<file path="src/hdl/ctp_pkg.sv">
// Shared constants, result codes and stage types for the caption timestamp parser.
// Depends on nothing; every other file of the block imports it.
`default_nettype none

package ctp_pkg;

  // field widths
  localparam int HOUR_BITS = 20;
  localparam int CP_W      = 21;
  localparam int STATUS_W  = 3;
  localparam int MS_W      = 42;
  localparam int CHARS_W   = 5;
  localparam int MINSEC_W  = 7;
  localparam int MILLI_W   = 10;
  localparam int LOW_W     = 22;
  localparam int PH_W      = 3;

  // character codes
  localparam logic [CP_W-1:0] CP_ZERO  = 21'h30;
  localparam logic [CP_W-1:0] CP_NINE  = 21'h39;
  localparam logic [CP_W-1:0] CP_COLON = 21'h3A;
  localparam logic [CP_W-1:0] CP_STOP  = 21'h2E;

  // limits and scale factors
  localparam logic [HOUR_BITS-1:0] HOUR_MAX     = '1;
  localparam logic [CHARS_W-1:0]   COUNT_MAX    = '1;
  localparam logic [MINSEC_W-1:0]  MINUTE_LIMIT = 7'd60;
  localparam logic [LOW_W-1:0]     MS_PER_HOUR  = 22'd3600000;
  localparam logic [LOW_W-1:0]     MS_PER_MIN   = 22'd60000;
  localparam logic [LOW_W-1:0]     MS_PER_SEC   = 22'd1000;

  // parser phases
  localparam logic [PH_W-1:0] PH_START  = 3'd0;
  localparam logic [PH_W-1:0] PH_FIRST  = 3'd1;
  localparam logic [PH_W-1:0] PH_SECOND = 3'd2;
  localparam logic [PH_W-1:0] PH_THIRD  = 3'd3;
  localparam logic [PH_W-1:0] PH_MILLI  = 3'd4;
  localparam logic [PH_W-1:0] PH_DONE   = 3'd5;

  // result status codes
  localparam logic [STATUS_W-1:0] ST_OK        = 3'd0;
  localparam logic [STATUS_W-1:0] ST_BAD_FIRST = 3'd1;
  localparam logic [STATUS_W-1:0] ST_NO_COLON  = 3'd2;
  localparam logic [STATUS_W-1:0] ST_DIGITS    = 3'd3;
  localparam logic [STATUS_W-1:0] ST_NO_STOP   = 3'd4;
  localparam logic [STATUS_W-1:0] ST_RANGE     = 3'd5;
  localparam logic [STATUS_W-1:0] ST_EARLY_END = 3'd6;

  // parsed timestamp handed from the parser to the time adder
  typedef struct packed {
    logic [STATUS_W-1:0]  status;
    logic [HOUR_BITS-1:0] hours;
    logic [MINSEC_W-1:0]  minutes;
    logic [MINSEC_W-1:0]  seconds;
    logic [MILLI_W-1:0]   millis;
    logic [CHARS_W-1:0]   chars;
  } ctp_fields_t;

  // saturating run counter
  function automatic logic [CHARS_W-1:0] sat_inc(input logic [CHARS_W-1:0] v);
    return (v < COUNT_MAX) ? v + 1'b1 : COUNT_MAX;
  endfunction

endpackage

`default_nettype wire

</file>
<file path="src/hdl/ctp_if.sv">
// Valid/ready channel interfaces for the character input and the timestamp result.
// Depends on ctp_pkg for payload widths.
`default_nettype none

interface ctp_in_if import ctp_pkg::*; ();
  logic            valid;
  logic            ready;
  logic [CP_W-1:0] code_point;
  logic            end_of_text;

  modport source (output valid, output code_point, output end_of_text, input ready);
  modport sink   (input valid, input code_point, input end_of_text, output ready);
endinterface

interface ctp_out_if import ctp_pkg::*; ();
  logic                valid;
  logic                ready;
  logic [STATUS_W-1:0] status;
  logic [MS_W-1:0]     total_ms;
  logic [CHARS_W-1:0]  chars_used;

  modport source (output valid, output status, output total_ms, output chars_used,
                  input ready);
  modport sink   (input valid, input status, input total_ms, input chars_used,
                  output ready);
endinterface

`default_nettype wire

</file>
<file path="src/hdl/ctp_parse.sv">
// Character input register, timestamp parser state and parsed-result register.
// Depends on ctp_pkg; feeds ctp_time.
`default_nettype none

module ctp_parse import ctp_pkg::*; (
  input  wire logic            clk,
  input  wire logic            rst_n,
  input  wire logic            in_valid,
  output logic                 in_ready,
  input  wire logic [CP_W-1:0] in_code_point,
  input  wire logic            in_end_of_text,
  output logic                 res_valid,
  input  wire logic            res_ready,
  output ctp_fields_t          res_fields
);

  // input register
  logic            a_v_r;
  logic [CP_W-1:0] a_cp_r;
  logic            a_eot_r;

  // parser state
  logic [PH_W-1:0]      phase_r, phase_nxt;
  logic [HOUR_BITS-1:0] first_r, first_nxt;
  logic [MINSEC_W-1:0]  second_r, second_nxt;
  logic [MINSEC_W-1:0]  third_r, third_nxt;
  logic [MILLI_W-1:0]   milli_r, milli_nxt;
  logic [CHARS_W-1:0]   dcount_r, dcount_nxt;
  logic [CHARS_W-1:0]   fdigits_r, fdigits_nxt;
  logic                 ovf_r, ovf_nxt;
  logic [CHARS_W-1:0]   used_r, used_nxt;

  // parsed-result register
  logic        b_v_r;
  ctp_fields_t b_r, b_nxt;

  logic                   hit;
  logic                   a_adv;
  logic                   digit;
  logic [3:0]             dval;
  logic [HOUR_BITS+3:0]   first_wide;
  logic                   hours_form;

  // handshakes: an item with no result never waits on the result register
  assign a_adv    = a_v_r && (!hit || !b_v_r || res_ready);
  assign in_ready = !a_v_r || a_adv;

  assign digit = !a_eot_r && (a_cp_r >= CP_ZERO) && (a_cp_r <= CP_NINE);
  assign dval  = a_cp_r[3:0];

  // first field times ten plus digit, wide enough to see the hour limit
  assign first_wide = ({4'd0, first_r} << 3) + ({4'd0, first_r} << 1)
                      + (HOUR_BITS+4)'(dval);
  assign hours_form = (fdigits_r != 5'd2) || (first_r >= HOUR_BITS'(MINUTE_LIMIT)) || ovf_r;

  // one parser step per character
  always_comb begin
    phase_nxt   = phase_r;
    first_nxt   = first_r;
    second_nxt  = second_r;
    third_nxt   = third_r;
    milli_nxt   = milli_r;
    dcount_nxt  = dcount_r;
    fdigits_nxt = fdigits_r;
    ovf_nxt     = ovf_r;
    used_nxt    = used_r;
    hit         = 1'b0;
    b_nxt       = '0;
    b_nxt.chars = used_r;

    case (phase_r)
      PH_START: begin
        if (a_eot_r) begin
          hit          = 1'b1;
          b_nxt.status = ST_EARLY_END;
        end else if (!digit) begin
          hit          = 1'b1;
          b_nxt.status = ST_BAD_FIRST;
        end else begin
          first_nxt   = HOUR_BITS'(dval);
          fdigits_nxt = 5'd1;
          phase_nxt   = PH_FIRST;
          used_nxt    = sat_inc(used_r);
        end
      end
      PH_FIRST: begin
        if (digit) begin
          if (first_wide > (HOUR_BITS+4)'(HOUR_MAX)) begin
            first_nxt = HOUR_MAX;
            ovf_nxt   = 1'b1;
          end else begin
            first_nxt = first_wide[HOUR_BITS-1:0];
          end
          fdigits_nxt = sat_inc(fdigits_r);
          used_nxt    = sat_inc(used_r);
        end else if (a_eot_r) begin
          hit          = 1'b1;
          b_nxt.status = ST_EARLY_END;
        end else if (a_cp_r != CP_COLON) begin
          hit          = 1'b1;
          b_nxt.status = ST_NO_COLON;
        end else begin
          dcount_nxt = '0;
          phase_nxt  = PH_SECOND;
          used_nxt   = sat_inc(used_r);
        end
      end
      PH_SECOND, PH_THIRD: begin
        if (digit) begin
          if (dcount_r < 5'd2) begin
            if (phase_r == PH_SECOND) begin
              second_nxt = (second_r << 3) + (second_r << 1) + MINSEC_W'(dval);
            end else begin
              third_nxt = (third_r << 3) + (third_r << 1) + MINSEC_W'(dval);
            end
          end
          dcount_nxt = sat_inc(dcount_r);
          used_nxt   = sat_inc(used_r);
        end else if (dcount_r != 5'd2) begin
          hit          = 1'b1;
          b_nxt.status = ST_DIGITS;
        end else if (a_eot_r) begin
          hit          = 1'b1;
          b_nxt.status = ST_EARLY_END;
        end else if (phase_r == PH_SECOND) begin
          if (a_cp_r == CP_COLON) begin
            phase_nxt  = PH_THIRD;
            dcount_nxt = '0;
            used_nxt   = sat_inc(used_r);
          end else if (hours_form) begin
            hit          = 1'b1;
            b_nxt.status = ST_NO_COLON;
          end else if (a_cp_r == CP_STOP) begin
            // short form: first field was minutes, no hours
            third_nxt  = second_r;
            second_nxt = first_r[MINSEC_W-1:0];
            first_nxt  = '0;
            phase_nxt  = PH_MILLI;
            dcount_nxt = '0;
            used_nxt   = sat_inc(used_r);
          end else begin
            hit          = 1'b1;
            b_nxt.status = ST_NO_STOP;
          end
        end else if (a_cp_r != CP_STOP) begin
          hit          = 1'b1;
          b_nxt.status = ST_NO_STOP;
        end else begin
          phase_nxt  = PH_MILLI;
          dcount_nxt = '0;
          used_nxt   = sat_inc(used_r);
        end
      end
      PH_MILLI: begin
        if (digit) begin
          if (dcount_r < 5'd3) begin
            milli_nxt = (milli_r << 3) + (milli_r << 1) + MILLI_W'(dval);
          end
          dcount_nxt = sat_inc(dcount_r);
          used_nxt   = sat_inc(used_r);
        end else if (dcount_r != 5'd3) begin
          hit          = 1'b1;
          b_nxt.status = ST_DIGITS;
        end else if (ovf_r || (second_r >= MINUTE_LIMIT) || (third_r >= MINUTE_LIMIT)) begin
          hit          = 1'b1;
          b_nxt.status = ST_RANGE;
        end else begin
          hit           = 1'b1;
          b_nxt.status  = ST_OK;
          b_nxt.hours   = first_r;
          b_nxt.minutes = second_r;
          b_nxt.seconds = third_r;
          b_nxt.millis  = milli_r;
        end
      end
      default: begin
      end
    endcase

    // a result without end of text parks the parser until end of text
    if (hit && !a_eot_r) begin
      phase_nxt = PH_DONE;
    end
    // end of text always returns to the reset state
    if (a_eot_r) begin
      phase_nxt   = PH_START;
      first_nxt   = '0;
      second_nxt  = '0;
      third_nxt   = '0;
      milli_nxt   = '0;
      dcount_nxt  = '0;
      fdigits_nxt = '0;
      ovf_nxt     = 1'b0;
      used_nxt    = '0;
    end
  end

  // control and parser state
  always_ff @(posedge clk) begin
    if (!rst_n) begin
      a_v_r     <= 1'b0;
      b_v_r     <= 1'b0;
      phase_r   <= PH_START;
      first_r   <= '0;
      second_r  <= '0;
      third_r   <= '0;
      milli_r   <= '0;
      dcount_r  <= '0;
      fdigits_r <= '0;
      ovf_r     <= 1'b0;
      used_r    <= '0;
    end else begin
      if (in_ready) begin
        a_v_r <= in_valid;
      end
      if (a_adv && hit) begin
        b_v_r <= 1'b1;
      end else if (res_ready) begin
        b_v_r <= 1'b0;
      end
      if (a_adv) begin
        phase_r   <= phase_nxt;
        first_r   <= first_nxt;
        second_r  <= second_nxt;
        third_r   <= third_nxt;
        milli_r   <= milli_nxt;
        dcount_r  <= dcount_nxt;
        fdigits_r <= fdigits_nxt;
        ovf_r     <= ovf_nxt;
        used_r    <= used_nxt;
      end
    end
  end

  // payload registers
  always_ff @(posedge clk) begin
    if (in_ready && in_valid) begin
      a_cp_r  <= in_code_point;
      a_eot_r <= in_end_of_text;
    end
    if (a_adv && hit) begin
      b_r <= b_nxt;
    end
  end

  assign res_valid  = b_v_r;
  assign res_fields = b_r;

`ifndef SYNTHESIS
  // a finished step always lands in the result register
  a_hit_loads: assert property (@(posedge clk) disable iff (!rst_n)
    (a_adv && hit) |=> b_v_r)
    else $error("parsed result lost");

  // a stalled result holds its value
  a_b_hold: assert property (@(posedge clk) disable iff (!rst_n)
    (b_v_r && !res_ready) |=> (b_v_r && $stable(b_r)))
    else $error("parsed result changed while stalled");

  // an ok result carries in-range minutes and seconds
  a_ok_range: assert property (@(posedge clk) disable iff (!rst_n)
    (b_v_r && (b_r.status == ST_OK)) |->
      ((b_r.minutes < MINUTE_LIMIT) && (b_r.seconds < MINUTE_LIMIT)))
    else $error("ok result out of range");

  // an error result carries no time
  a_err_zero: assert property (@(posedge clk) disable iff (!rst_n)
    (b_v_r && (b_r.status != ST_OK)) |->
      ((b_r.hours == '0) && (b_r.minutes == '0) && (b_r.seconds == '0)
       && (b_r.millis == '0)))
    else $error("error result carries a time");
`endif

endmodule

`default_nettype wire

</file>
<file path="src/hdl/ctp_time.sv">
// Millisecond arithmetic: hour product and minor sum in one stage, final add in the output register.
// Depends on ctp_pkg; takes parsed fields from ctp_parse.
`default_nettype none

module ctp_time import ctp_pkg::*; (
  input  wire logic                clk,
  input  wire logic                rst_n,
  input  wire logic                res_valid,
  output logic                     res_ready,
  input  wire ctp_fields_t         res_fields,
  output logic                     out_valid,
  input  wire logic                out_ready,
  output logic [STATUS_W-1:0]      out_status,
  output logic [MS_W-1:0]          out_total_ms,
  output logic [CHARS_W-1:0]       out_chars_used
);

  localparam int PROD_W = HOUR_BITS + LOW_W;

  // product stage
  logic                c_v_r;
  logic [STATUS_W-1:0] c_status_r;
  logic [CHARS_W-1:0]  c_chars_r;
  logic [MS_W-1:0]     c_hours_ms_r, c_hours_ms_nxt;
  logic [LOW_W-1:0]    c_low_r, c_low_nxt;

  // output register
  logic                o_v_r;
  logic [STATUS_W-1:0] o_status_r;
  logic [MS_W-1:0]     o_total_r;
  logic [CHARS_W-1:0]  o_chars_r;

  logic                   c_adv;
  logic                   o_load;
  logic [PROD_W-1:0]      hours_prod;
  logic [PROD_W+MS_W-1:0] hours_prod_ext;

  assign o_load    = !o_v_r || out_ready;
  assign c_adv     = c_v_r && o_load;
  assign res_ready = !c_v_r || c_adv;

  // hours times ms per hour, wrapped to the result width
  assign hours_prod     = PROD_W'(res_fields.hours) * PROD_W'(MS_PER_HOUR);
  assign hours_prod_ext = (PROD_W+MS_W)'(hours_prod);
  assign c_hours_ms_nxt = hours_prod_ext[MS_W-1:0];

  // minutes, seconds and millis stay below one hour
  assign c_low_nxt = LOW_W'(res_fields.minutes) * MS_PER_MIN
                     + LOW_W'(res_fields.seconds) * MS_PER_SEC
                     + LOW_W'(res_fields.millis);

  // stage valids
  always_ff @(posedge clk) begin
    if (!rst_n) begin
      c_v_r <= 1'b0;
      o_v_r <= 1'b0;
    end else begin
      if (res_ready) begin
        c_v_r <= res_valid;
      end
      if (o_load) begin
        o_v_r <= c_v_r;
      end
    end
  end

  // stage payloads
  always_ff @(posedge clk) begin
    if (res_ready && res_valid) begin
      c_status_r   <= res_fields.status;
      c_chars_r    <= res_fields.chars;
      c_hours_ms_r <= c_hours_ms_nxt;
      c_low_r      <= c_low_nxt;
    end
    if (c_adv) begin
      o_status_r <= c_status_r;
      o_chars_r  <= c_chars_r;
      o_total_r  <= c_hours_ms_r + MS_W'(c_low_r);
    end
  end

  assign out_valid      = o_v_r;
  assign out_status     = o_status_r;
  assign out_total_ms   = o_total_r;
  assign out_chars_used = o_chars_r;

endmodule

`default_nettype wire

</file>
<file path="src/hdl/caption_timestamp_parser.sv">
// Caption timestamp parser top level: channel interfaces around parser and time adder.
// Depends on ctp_pkg, ctp_if, ctp_parse and ctp_time.
//
// Usage:
//   in_bus carries one character beat per item: a 21-bit code point, or an
//   end_of_text flag that closes the current text. Text of the form
//   mm:ss.ttt or hh:mm:ss.ttt is recognized; out_bus carries one beat per
//   timestamp with a status code, the time in milliseconds (zero unless ok)
//   and the count of characters used.
//   A result is raised by the character after the millisecond digits, by
//   end of text, or by the first error; later characters are dropped until
//   end of text, which always returns the parser to its start.
//   Throughput is one character per cycle while no result is stalled. A result
//   beat passes the input register, the parse register and the hour product
//   register, then the output register, before it appears on out_bus.
//   Reset (rst_n low, synchronous) empties all stages and restarts parsing.
//   When out_bus stalls, the product stage and the parse register still
//   fill, and characters that produce no result keep flowing; in_bus.ready
//   drops only once a result has nowhere to go.
`default_nettype none

module caption_timestamp_parser import ctp_pkg::*; (
  input  wire logic clk,
  input  wire logic rst_n,
  ctp_in_if.sink    in_bus,
  ctp_out_if.source out_bus
);

  logic        res_valid;
  logic        res_ready;
  ctp_fields_t res_fields;

  // character parser
  ctp_parse u_parse (
    .clk            (clk),
    .rst_n          (rst_n),
    .in_valid       (in_bus.valid),
    .in_ready       (in_bus.ready),
    .in_code_point  (in_bus.code_point),
    .in_end_of_text (in_bus.end_of_text),
    .res_valid      (res_valid),
    .res_ready      (res_ready),
    .res_fields     (res_fields)
  );

  // millisecond total
  ctp_time u_time (
    .clk            (clk),
    .rst_n          (rst_n),
    .res_valid      (res_valid),
    .res_ready      (res_ready),
    .res_fields     (res_fields),
    .out_valid      (out_bus.valid),
    .out_ready      (out_bus.ready),
    .out_status     (out_bus.status),
    .out_total_ms   (out_bus.total_ms),
    .out_chars_used (out_bus.chars_used)
  );

endmodule

`default_nettype wire

</file>
<file path="src/flat_wrapper.sv">
// flat-port wrapper written by rule: the top's interface ports become plain ports
module caption_timestamp_parser_flat import ctp_pkg::*;
  (clk, rst_n, in_bus_valid, in_bus_code_point, in_bus_end_of_text, in_bus_ready, out_bus_valid, out_bus_status, out_bus_total_ms, out_bus_chars_used, out_bus_ready);
  ctp_in_if in_bus_i ();
  ctp_out_if out_bus_i ();
  input  wire logic clk;
  input  wire logic rst_n;
  input wire logic [$bits(in_bus_i.valid)-1:0] in_bus_valid;
  input wire logic [$bits(in_bus_i.code_point)-1:0] in_bus_code_point;
  input wire logic [$bits(in_bus_i.end_of_text)-1:0] in_bus_end_of_text;
  output wire logic [$bits(in_bus_i.ready)-1:0] in_bus_ready;
  output wire logic [$bits(out_bus_i.valid)-1:0] out_bus_valid;
  output wire logic [$bits(out_bus_i.status)-1:0] out_bus_status;
  output wire logic [$bits(out_bus_i.total_ms)-1:0] out_bus_total_ms;
  output wire logic [$bits(out_bus_i.chars_used)-1:0] out_bus_chars_used;
  input wire logic [$bits(out_bus_i.ready)-1:0] out_bus_ready;
  assign in_bus_i.valid = in_bus_valid;
  assign in_bus_i.code_point = in_bus_code_point;
  assign in_bus_i.end_of_text = in_bus_end_of_text;
  assign in_bus_ready = in_bus_i.ready;
  assign out_bus_valid = out_bus_i.valid;
  assign out_bus_status = out_bus_i.status;
  assign out_bus_total_ms = out_bus_i.total_ms;
  assign out_bus_chars_used = out_bus_i.chars_used;
  assign out_bus_i.ready = out_bus_ready;
  caption_timestamp_parser u_core (.clk(clk), .rst_n(rst_n), .in_bus(in_bus_i), .out_bus(out_bus_i));
endmodule
</file>
<file path="config.mk">
export PLATFORM = sky130hd
export DESIGN_NAME = caption_timestamp_parser_flat
export DESIGN_NICKNAME = d
export VERILOG_FILES = /design/src/hdl/ctp_pkg.sv /design/src/hdl/ctp_if.sv /design/src/hdl/ctp_parse.sv /design/src/hdl/ctp_time.sv /design/src/hdl/caption_timestamp_parser.sv /design/src/flat_wrapper.sv
export SDC_FILE = /design/constraint.sdc
export NUM_CORES = 1
export LEC_CHECK = 0
export BUFFER_PORTS_ARGS = -buffer_cell sky130_fd_sc_hd__buf_2
export CORE_MARGIN = 2
export CORE_UTILIZATION = 56
export CTS_CLUSTER_SIZE = 14
export DETAILED_ROUTE_END_ITERATION = 6
export PLACE_DENSITY = 0.73
export SLEW_MARGIN = 10
export SYNTH_ARGS = -nofsm -noshare
export SYNTH_HDL_FRONTEND = slang
export SYNTH_SLANG_ARGS = --single-unit
</file>
<file path="constraint.sdc">
create_clock -name clk -period 14.9 [get_ports clk]
set_clock_uncertainty 0.2 [all_clocks]
set_input_delay 0.745 -clock clk [delete_from_list [all_inputs] [get_ports clk]]
set_output_delay 0.745 -clock clk [all_outputs]
set_load 0.03 [all_outputs]
</file>
# Word-level counts from Yosys, hierarchy flattened
# Cells that the tools add are included.
[classes]
addsub = 14
n_mul = 3
div_mod_pow = 0
magnitude_cmp = 11
n_eq_ne = 41
shift = 0
n_mux = 118
n_bitwise = 1
reduce_logical = 51
[op_table]
columns = ["op", "count"]
rows = [
  ["20-bit two-way mux", 10],
  ["5-bit two-way mux", 28],
  ["7-bit two-way mux", 20],
  ["44-bit two-way mux", 2],
  ["3-bit two-way mux", 25],
  ["20-bit case mux with 3 select lines", 1],
  ["47-bit two-way mux", 1],
  ["3-bit inequality test (second input constant)", 15],
  ["42-bit by 22-bit adder with 42-bit output", 1],
  ["21-bit by 6-bit == test with 1-bit output (second input constant)", 2],
  ["21-bit by 6-bit inequality test with 1-bit output (second input constant)", 2],
  ["10-bit two-way mux", 4],
  ["20-bit by 15-bit multiplier with 35-bit output (second input constant)", 1],
  ["5-bit case mux with 3 select lines", 2],
  ["4-bit inequality test (second input constant)", 7],
  ["23-bit by 21-bit adder with 24-bit output", 1],
  ["24-bit by 4-bit adder with 24-bit output", 1],
  ["24-bit by 20-bit greater-than comparator with 1-bit output (second input constant)", 1],
  ["6-bit inequality test (second input constant)", 4],
  ["22-bit by 10-bit adder with 22-bit output", 1],
  ["22-bit by 17-bit adder with 22-bit output", 1],
  ["21-bit by 6-bit >= comparator with 1-bit output (second input constant)", 1],
  ["21-bit by 6-bit less-or-equal comparator with 1-bit output (second input constant)", 1],
  ["20-bit by 6-bit >= comparator with 1-bit output (second input constant)", 1],
  ["38 further kinds", 106],
]
[totals]
ff_bits = 256
latch_bits = 0
ram_bits = 0
rom_bits = 0
inputBits = 26
output_inout_bits = 52
wordCells = 267
mem_count = 0

# Depth between registers and ports, before layout
# Gate-level depths: netlist (run 1).
[depth]
word_depth = 16
mapped_depth = 24
ltp_nobuf = 24

# Cells and area by module
# From an unflattened synthesis (run 1), not the netlist that was laid out.
[hier_totals]
cells_unflattened = 2165
hier_area_um2 = 22875.7
[by_module_without_submodules]
columns = ["module", "n_inst", "cells_each", "area_per_inst_um2", "seq_area_each_um2"]
rows = [
  ["ctp_time", 1, 1330, 14530.2, 3493.4],
  ["ctp_parse", 1, 835, 8345.5, 3523.4],
]

# Worst setup path after synthesis (run 1)
# OpenSTA, ideal clock, no wires.
[synth_timing]
path_kind = "reg-to-reg"
startpoint = "reg u_core.u_parse.b_r (netlist bit u_core.u_parse.res_fields[35])"
endpoint = "reg u_core.u_time.c_hours_ms_r[39] (data pin)"
setup_ps = 195
t_arrival_ps = 6141
required_time_ps = 14505
slack_ps = 8364
path_stages_with_launch = 22
path_buffers = 0
synth_period_minus_slack_ps = 6536
path_cell_list = "edfxtp_1 > fa_1 > fa_1 > inv_1 > fa_1 > inv_1 > fa_1 > fa_1 > inv_1 > fa_1 > inv_1 > ha_1 > and3_1 > a221oi_1 > o31ai_1 > a21oi_1 > o21ai_1 > a21o_1 > a31oi_1 > a211o_1 > or4b_1 > o311ai_0"
[synth_via]
elab_chain_cells = 1
[synth_lines]
columns = ["item", "line_no", "source"]
rows = [
  ["start: declaration", "ctp_parse.sv:35", "ctp_fields_t b_r, b_nxt;"],
  ["start signal: assignment", "ctp_parse.sv:242", "b_r <= b_nxt;"],
  ["20-bit by 15-bit multiplier with 35-bit output", "ctp_time.sv:43", "assign hours_prod = PROD_W'(res_fields.hours) * PROD_W'(MS_PER_HOUR);"],
  ["named net u_core.u_time.c_hours_ms_nxt[39]", "ctp_time.sv:24", "logic [MS_W-1:0] c_hours_ms_r, c_hours_ms_nxt;"],
  ["end signal: assignment", "ctp_time.sv:72", "c_hours_ms_r <= c_hours_ms_nxt;"],
  ["end: declaration", "ctp_time.sv:24", ""],
]
# The timed path passes the listed nets, and every way through them passes these cells.
# A chain may end at the register's enable or synchronous reset.

# Worst setup path after layout (run 1)
# Ends and elaborated chain as after synthesis.

==> metrics.md, run 1 <==
| Metric | Value |
|---|---|
| Worst vdd ir | 0.0940 mV |
| Mapped Area | 22,200 µm² |
| Worst reg2reg path endpoint | u_core.u_time.c_hours_ms_r[39] |
| Switching Power | 1.06 mW |
| Worst EP required | 15,050 ps |
| Die area | 41,200 µm² |
| Largest net degree at the start of global routing | 58 |
| Synth Register Bits | 256 |
| Sequential fraction of the synthesis area | 31.6% |
| Mapped Cells | 2,045 |
| Largest cells by area after synthesis | edfxtp_1, fa_1, ha_1 |
| Peak Freq | 142 MHz |
| Detail Route Antenna Nets | 0 |
| Share of layout cells above drive strength 1 | 7.30% |
| Hold Path Class | input pin to register |
| Setup violators final | 0 |
| Syn avg cell area | 10.8 µm² |
| Final wirelength | 44.4 mm |
| Crit-path max FO | 7 |
| Hold depth | 1 |
| Prevailing post-synth register cell | edfxtp_1 |
| Vias in the first global route | 14,785 |
| Final #Nets | 2,676 |
| Cell-internal power | 1.91 mW |
| Combinational fraction of design power | 44.0% |
| Fin. Hold Viols | 0 |
| Hpwl dp | 36.2 mm |
| Share of flip-flops with an asynchronous set or reset | 0% |
| WL/cell | 16.6 µm |
| TNS Setup | 0 ps |
| Root buffer cell | clkbuf_16 |
| Worst R2R Start | u_core.u_parse.res_fields[35] |
| Synth cell types | 78 |
| Final core utilization | 62.1% |
| Post-synth top area share | 25.6% |
| DRT Pass-1 Iters | 5 |
| Final GP Congestion | 0.922 |
| Port buffer count | 77 |
| Worst-margin pin slew | 1070 ps |
| Register-to-Register Setup Slack | 7870 ps |
| Total gr overflow | 0 |
| Total GRT Usage | 21.9% |
| Row count | 72 |
| Most frequent cell after synthesis | ha_1 |
| Final slew viol count | 0 |
| Clock Tree Buf Depth | 3 |
| Seq pwr share | 31.2% |
| Hold buffers post-CTS | 0 |
| Diodes inserted | 0 |
| Switch share | 35.6% |
| Worst Path Arrival | 7180 ps |
| # resized after CTS | 0 |
| Synth area leader | edfxtp_1 |
| Die Span Y | 203 µm |
| EDFF count, synth | 189 |
| Slew HR | 28.2% |
| First-pass GRT wire length | 73.2 mm |
| Clock Pin Slew Worst Setup and Hold Paths | 60 ps |
| Insertion delay to the later sink of the worst-skew pair | 590 ps |
| Outcome | completed |
| Hold_sp | in_bus_code_point[12] |
| Hold Path End | u_core.u_parse.a_cp_r[12] |
| Die X | 203 µm |
| Starting Density | 57.0% |
| DRC viols | 0 |
| RSZ-0062 raised after global routing | false |
| Via/cell ratio | 5.53 |
| Yosys warns | 0 |
| H-tree depth | 1 |
| Synth-to-Final Area Change | 9.00% |
| CP Capture Type | register |
| # Post-CTS Setup Buffers | 0 |
| CP startpoint kind | register |
| Initial antenna violation count | 0 |
| Worst Path Class, Setup | register to register |
| Tcrit/Tclk final | 47.2% |
| Clock Power Share | 24.8% |
| Core area | 38,900 µm² |
| Minimum clock period | 7030 ps |
| # IOs | 78 |
| Vias | 14,774 |
| Initial drt markers | 714 |
| CTS tree | yes |
| FF-to-FF path depth | 21 |
| Leak | 11.4 nW |
| Max Cap Viol | 0 |
| Clk sink count | 256 |
| CTS Buf Count | 29 |
| Power density over the cells | 123 nW/µm² |
| Top cells by count, synth | ha_1, inv_1, fa_1 |
through the flow:
| step | hold slack [ps] | setup WS, ps | cells | total power [mW] | area [µm²] |
|---|---|---|---|---|---|
| floorplan | 200 | 8360 | 2046 | 1.97 | 22200 |
| global route | 111 | 7510 | 2670 | 3.20 | 24200 |
| global placement | 202 | 8060 | 2617 | 2.20 | 23200 |
| detailed placement | 205 | 7890 | 2617 | 2.25 | 23200 |
| CTS | 109 | 7850 | 2670 | 3.00 | 24200 |
| finish | 135 | 7870 | 2670 | 2.97 | 24200 |
worst max path at each step:
| stage | start | endpoint | slack (ps) | depth (start not counted) |
|---|---|---|---|---|
| 5_1_grt | u_core.u_parse.res_fields[35] | u_core.u_time.c_hours_ms_r[39] | 7510 | 21 |
| 3_3_place_gp | u_core.u_parse.res_fields[35] | u_core.u_time.c_hours_ms_r[39] | 8060 | 21 |
| 2_1_floorplan | u_core.u_parse.res_fields[35] | u_core.u_time.c_hours_ms_r[39] | 8360 | 21 |
| 4_1_cts | u_core.u_parse.res_fields[35] | u_core.u_time.c_hours_ms_r[39] | 7850 | 21 |
| 3_5_place_dp | u_core.u_parse.res_fields[35] | u_core.u_time.c_hours_ms_r[39] | 7890 | 21 |
| 6_report | u_core.u_parse.res_fields[35] | u_core.u_time.c_hours_ms_r[39] | 7870 | 21 |
placed cells by master (no fill, tap or decap), types with 6 or more instances in the layout:
cell / count
ha_1: 319
inv_1: 303
fa_1: 201
edfxtp_1: 189
nor2_1: 121
xnor2_1: 104
a21oi_1: 102
buf_2: 77
dfxtp_1: 67
nand2_1: 63
o21ai_0: 61
and2_1: 48
nand3_1: 43
a21o_1: 32
xor2_1: 30
and3_1: 29
clkbuf_16: 29
nand2b_1: 25
nor2b_1: 24
nor3_1: 23
a31oi_1: 18
nand4_1: 17
a221o_1: 17
a211oi_1: 16
o21a_1: 14
o21bai_1: 13
mux2i_1: 13
o211ai_1: 11
a211o_1: 7
buf_4: 7
nor4_1: 6
or2_2: 6
a21boi_0: 6
or3_1: 6
logic make-up after synthesis:
| group | synth area share [%] |
|---|---|
| other | 0.0169 |
| DFF | 31.6 |
| and+or+nand+nor | 10.1 |
| adders and majority gates | 36.1 |
| AOI/OAI and AO/OA | 10.5 |
| xor gates and xnor gates | 5.29 |
| muxes | 0.586 |
| buffers and inverters | 5.78 |
layer usage:
layer  share of wire (%)  up-vias  global-route usage [%]
li1                    -     7260                       -
met1                  46     7193                    29.7
met2                  48      259                    37.2
met3                 3.9       62                    3.32
met4                 2.2        0                    5.32
met5                   0        -                       0
power by group through the flow:
stage / clock (mW) / sequential (mW) / combinational, mW
detailed placement: 0 / 0.941 / 1.31
global placement: 0 / 0.939 / 1.26
global route: 0.782 / 0.931 / 1.49
floorplan: 0 / 0.941 / 1.03
CTS: 0.758 / 0.927 / 1.32
finish: 0.739 / 0.926 / 1.31
sequential cells by signal, indices dropped and copies added, names as in the netlist, 7 cells and up:
register,flops
u_core.u_parse.a_cp_r,21
u_core.u_parse.first_r,20
u_core.u_parse.milli_r,10
u_core.u_parse.res_fields,52
u_core.u_parse.second_r,7
u_core.u_parse.third_r,7
u_core.u_time.c_hours_ms_r,35
u_core.u_time.c_low_r,22
u_core.u_time.out_total_ms,42
final cells by class:
class / instances / area (µm²)
clock buffer: 32 / 737
clock inverter: 21 / 264
fill: 3168 / 14700
inverter: 304 / 1140
multi-input combinational: 1455 / 13900
sequential: 256 / 7020
tap: 518 / 648
timing repair buffer: 84 / 438
critical path: stages (launching register included):
cell,delay (ps)
edfxtp_1,550
fa_1,560
fa_1,520
inv_1,50
fa_1,480
inv_1,50
fa_1,500
fa_1,550
inv_1,60
fa_1,520
inv_1,40
ha_1,340
and3_1,220
a221oi_1,400
o31ai_1,180
a21oi_1,260
o21ai_1,160
a21o_1,210
a31oi_1,220
a211o_1,200
or4b_1,430
o311ai_0,120
Power figures use the tool's default switching activity.
==> run 2, diff against run 1 <==
Clock period 14.9 ns to 7.32 ns, I/O delays scaled along.
==> run 2 against run 1 <==
Clock power rose by 100%. Sequential share of layout area is 0.30 points lower. Hold slack improved by 83 ps. Combinational power grew 110%. Critical path depth stayed put. Global-route usage increased by 0.88 points. Maximum frequency increased by 0.95%. Worst setup slack worse by 7500 ps. Routed wire length is 3.0% higher.
==> metrics.md, run 2 (synthesis gave the netlist of run 1 again) <==
| Metric | Value |
|---|---|
| Worst vdd ir | 0.199 mV (was 0.0940 mV) |
| Power density over the cells | 249 nW/µm² (was 123 nW/µm²) |
| Row count | 72 (unchanged) |
| Port buffer count | 77 (unchanged) |
| WL/cell | 17.0 µm (was 16.6 µm) |
| Root buffer cell | clkbuf_16 (unchanged) |
| TNS Setup | 0 ps (unchanged) |
| Clock Power Share | 24.6% (was 24.8%) |
| CP Capture Type | register (unchanged) |
| Starting Density | 57.0% (unchanged) |
| Area of the multi-input gates | 13,900 µm² (about the same) |
| FF-to-FF path depth | 21 (unchanged) |
| Commonest non-fill, non-tap cell in the layout | ha_1 (unchanged) |
| Final #Nets | 2,702 (was 2,676) |
| Largest stage delay on the critical path | 550 ps (was 560 ps) |
| Setup violators final | 0 (unchanged) |
| # Post-CTS Setup Buffers | 0 (unchanged) |
| Diodes inserted | 0 (unchanged) |
| CP most frequent cell | fa_1 (unchanged) |
| Register-to-Register Setup Slack | 360 ps (was 7870 ps) |
| DP Cell Count | 2,618 (was 2,617) |
| Hold Path Class | register to register (was input pin to register) |
| Cell-internal power | 3.91 mW (was 1.91 mW) |
| Commonest cells after routing, fill and taps aside | ha_1, inv_1, fa_1 (unchanged) |
| Switch share | 35.8% (was 35.6%) |
| Leak | 11.5 nW (was 11.4 nW) |
| DRC viols | 0 (unchanged) |
| Clk sink count | 256 (unchanged) |
| Buf/Inv on CP | 4 (unchanged) |
| DRT Pass-1 Iters | 4 (was 5) |
| Outcome | completed (unchanged) |
| Vias | 14,878 (was 14,774) |
| H-tree depth | 1 (unchanged) |
| Tcrit/Tclk final | 95.1% (was 47.2%) |
| Met2 Routed Length | 21.7 mm (was 21.2 mm) |
| Non-filler cells in the finished layout | 2,696 (was 2,670) |
| Largest net degree at the start of global routing | 58 (unchanged) |
| Synth-to-Final Area Change | 10.1% (was 9.00%) |
| Die X | 203 µm (unchanged) |
| Crit-path max FO | 7 (unchanged) |
| Largest delay share family, worst path | adder cells (unchanged) |
| Hold Path End | u_core.u_time.out_chars_used[1] (was u_core.u_parse.a_cp_r[12]) |
| Switching Power | 2.18 mW (was 1.06 mW) |
| Insertion delay to the later sink of the worst-skew pair | 580 ps (was 590 ps) |
| Clock Tree Buf Depth | 3 (unchanged) |
| Hold_sp | u_core.u_time.c_chars_r[1] (was in_bus_code_point[12]) |
| First-pass GRT wire length | 76.1 mm (was 73.2 mm) |
| Total area of sequential cells | 7020 µm² (unchanged) |
| CTS tree | yes (unchanged) |
| Combinational fraction of design power | 44.4% (was 44.0%) |
| Die area | 41,200 µm² (unchanged) |
| Worst EP required | 7470 ps (was 15,050 ps) |
| Worst Path Class, Setup | register to register (unchanged) |
| Peak Freq | 144 MHz (was 142 MHz) |
| Initial drt markers | 727 (was 714) |
| Minimum clock period | 6960 ps (was 7030 ps) |
| DR WL met3 | 1.76 mm (was 1.72 mm) |
| CTS Buf Count | 29 (unchanged) |
| Final slew viol count | 0 (unchanged) |
| Seq pwr share | 31.0% (was 31.2%) |
| CP max-delay cell | fa_1 (unchanged) |
| Core area | 38,900 µm² (unchanged) |
| # IOs | 78 (unchanged) |
| Largest register FFs | 52 (unchanged) |
| Final wirelength | 45.7 mm (was 44.4 mm) |
| Crit path cell chain | fa_1 > fa_1 > inv_1 > fa_1 > inv_1 > fa_1 > fa_1 > inv_1 > fa_1 > inv_1 > ha_1 > and3_1 > a221oi_2 > o31ai_1 > a21oi_1 > o21ai_1 > a21o_1 > a31oi_1 > a211o_1 > or4b_1 > o311ai_0 (was fa_1 > fa_1 > inv_1 > fa_1 > inv_1 > fa_1 > fa_1 > inv_1 > fa_1 > inv_1 > ha_1 > and3_1 > a221oi_1 > o31ai_1 > a21oi_1 > o21ai_1 > a21o_1 > a31oi_1 > a211o_1 > or4b_1 > o311ai_0) |
| Top Layer Used | met4 (unchanged) |
| Vias in the first global route | 15,463 (was 14,785) |
| Die Span Y | 203 µm (unchanged) |
| Slew HR | 28.0% (was 28.2%) |
| Worst reg2reg path endpoint | u_core.u_time.c_hours_ms_r[39] (unchanged) |
| Initial antenna violation count | 0 (unchanged) |
| Fin. Hold Viols | 0 (unchanged) |
| Max Cap Viol | 0 (unchanged) |
| Clock Pin Slew Worst Setup and Hold Paths | 60 ps (about the same) |
| Worst Path Arrival | 7120 ps (was 7180 ps) |
| M1 WL | 21.0 mm (was 20.5 mm) |
| Via/cell ratio | 5.52 (was 5.53) |
| Worst-margin pin slew | 1080 ps (was 1070 ps) |
| Hold depth | 0 (was 1) |
| Final GP Congestion | 0.916 (was 0.922) |
| Total gr overflow | 0 (unchanged) |
| Fill cell count | 3,141 (was 3,168) |
| Total GRT Usage | 22.8% (was 21.9%) |
| CP startpoint kind | register (unchanged) |
| Detail Route Antenna Nets | 0 (unchanged) |
| Hpwl dp | 36.2 mm (about the same) |
| Share of layout cells above drive strength 1 | 7.16% (was 7.30%) |
| Worst R2R Start | u_core.u_parse.res_fields[35] (unchanged) |
==> run 2: cell count changes in the layout (fill, tap and decap cells not counted) <==
cell,before,now
a221oi_1,5,4
a221oi_2,0,1
buf_4,7,8
clkinv_1,4,7
dlygate4sd3_1,0,25
inv_6,3,0
==> run 2: what timing repair did <==
item | in CTS | in global routing
resized for setup | 0 | 1
endpoints found under the setup margin | 0 | 1
endpoints found under the hold margin | 31 | 0
hold buffers | 25 | 0
==> run 2: cell type report <==
cell class / count / area share (%)
clock buffers: 32 / 3.02
clock inverters: 21 / 1.02
inverters: 304 / 4.67
multi-input cells: 1455 / 57.1
flip-flops and latches: 256 / 28.7
well taps: 518 / 2.65
repair buffers: 110 / 2.85
==> run 2: routing by layer <==
layer  track usage (%)  up-vias
met2              38.8      279
met5                 0        -
met3              3.21       80
met4              6.44        0
met1              30.6     7204
li1                  -     7315
==> run 2: power groups by stage <==
stage / Combinational, mW / Clock [mW] / Sequential [mW]
after floorplan: 2.10 / 0 / 1.92
after global placement: 2.58 / 0 / 1.91
after detailed placement: 2.66 / 0 / 1.92
after CTS: 2.70 / 1.53 / 1.89
after global routing: 3.08 / 1.59 / 1.90
final: 2.70 / 1.50 / 1.89
==> run 2: metrics by stage <==
stage / instance area (µm²) / util (%) / power [mW] / hold slack, ps / worst slack [ps]
after floorplan: 22200 / - / 4.02 / 200 / 784
after global placement: 23200 / 59.6 / 4.49 / 201 / 501
after detailed placement: 23200 / 59.6 / 4.58 / 207 / 261
after CTS: 24400 / 62.7 / 6.11 / 219 / 236
after global routing: 24400 / 62.8 / 6.57 / 228 / -26.3
final: 24400 / 62.8 / 6.09 / 218 / 358
==> run 2: worst max path at each step <==
| stage | from | end | slack (ps) | depth (start not counted) |
|---|---|---|---|---|
| after floorplan | u_core.u_parse.res_fields[35] | u_core.u_time.c_hours_ms_r[39] | 780 | 21 |
| after global placement | u_core.u_parse.res_fields[35] | u_core.u_time.c_hours_ms_r[39] | 500 | 21 |
| after detailed placement | u_core.u_parse.res_fields[35] | u_core.u_time.c_hours_ms_r[39] | 260 | 21 |
| after CTS | u_core.u_parse.res_fields[35] | u_core.u_time.c_hours_ms_r[39] | 240 | 21 |
| after global routing | u_core.u_parse.res_fields[35] | u_core.u_time.c_hours_ms_r[39] | -30 | 21 |
| final | u_core.u_parse.res_fields[35] | u_core.u_time.c_hours_ms_r[39] | 360 | 21 |
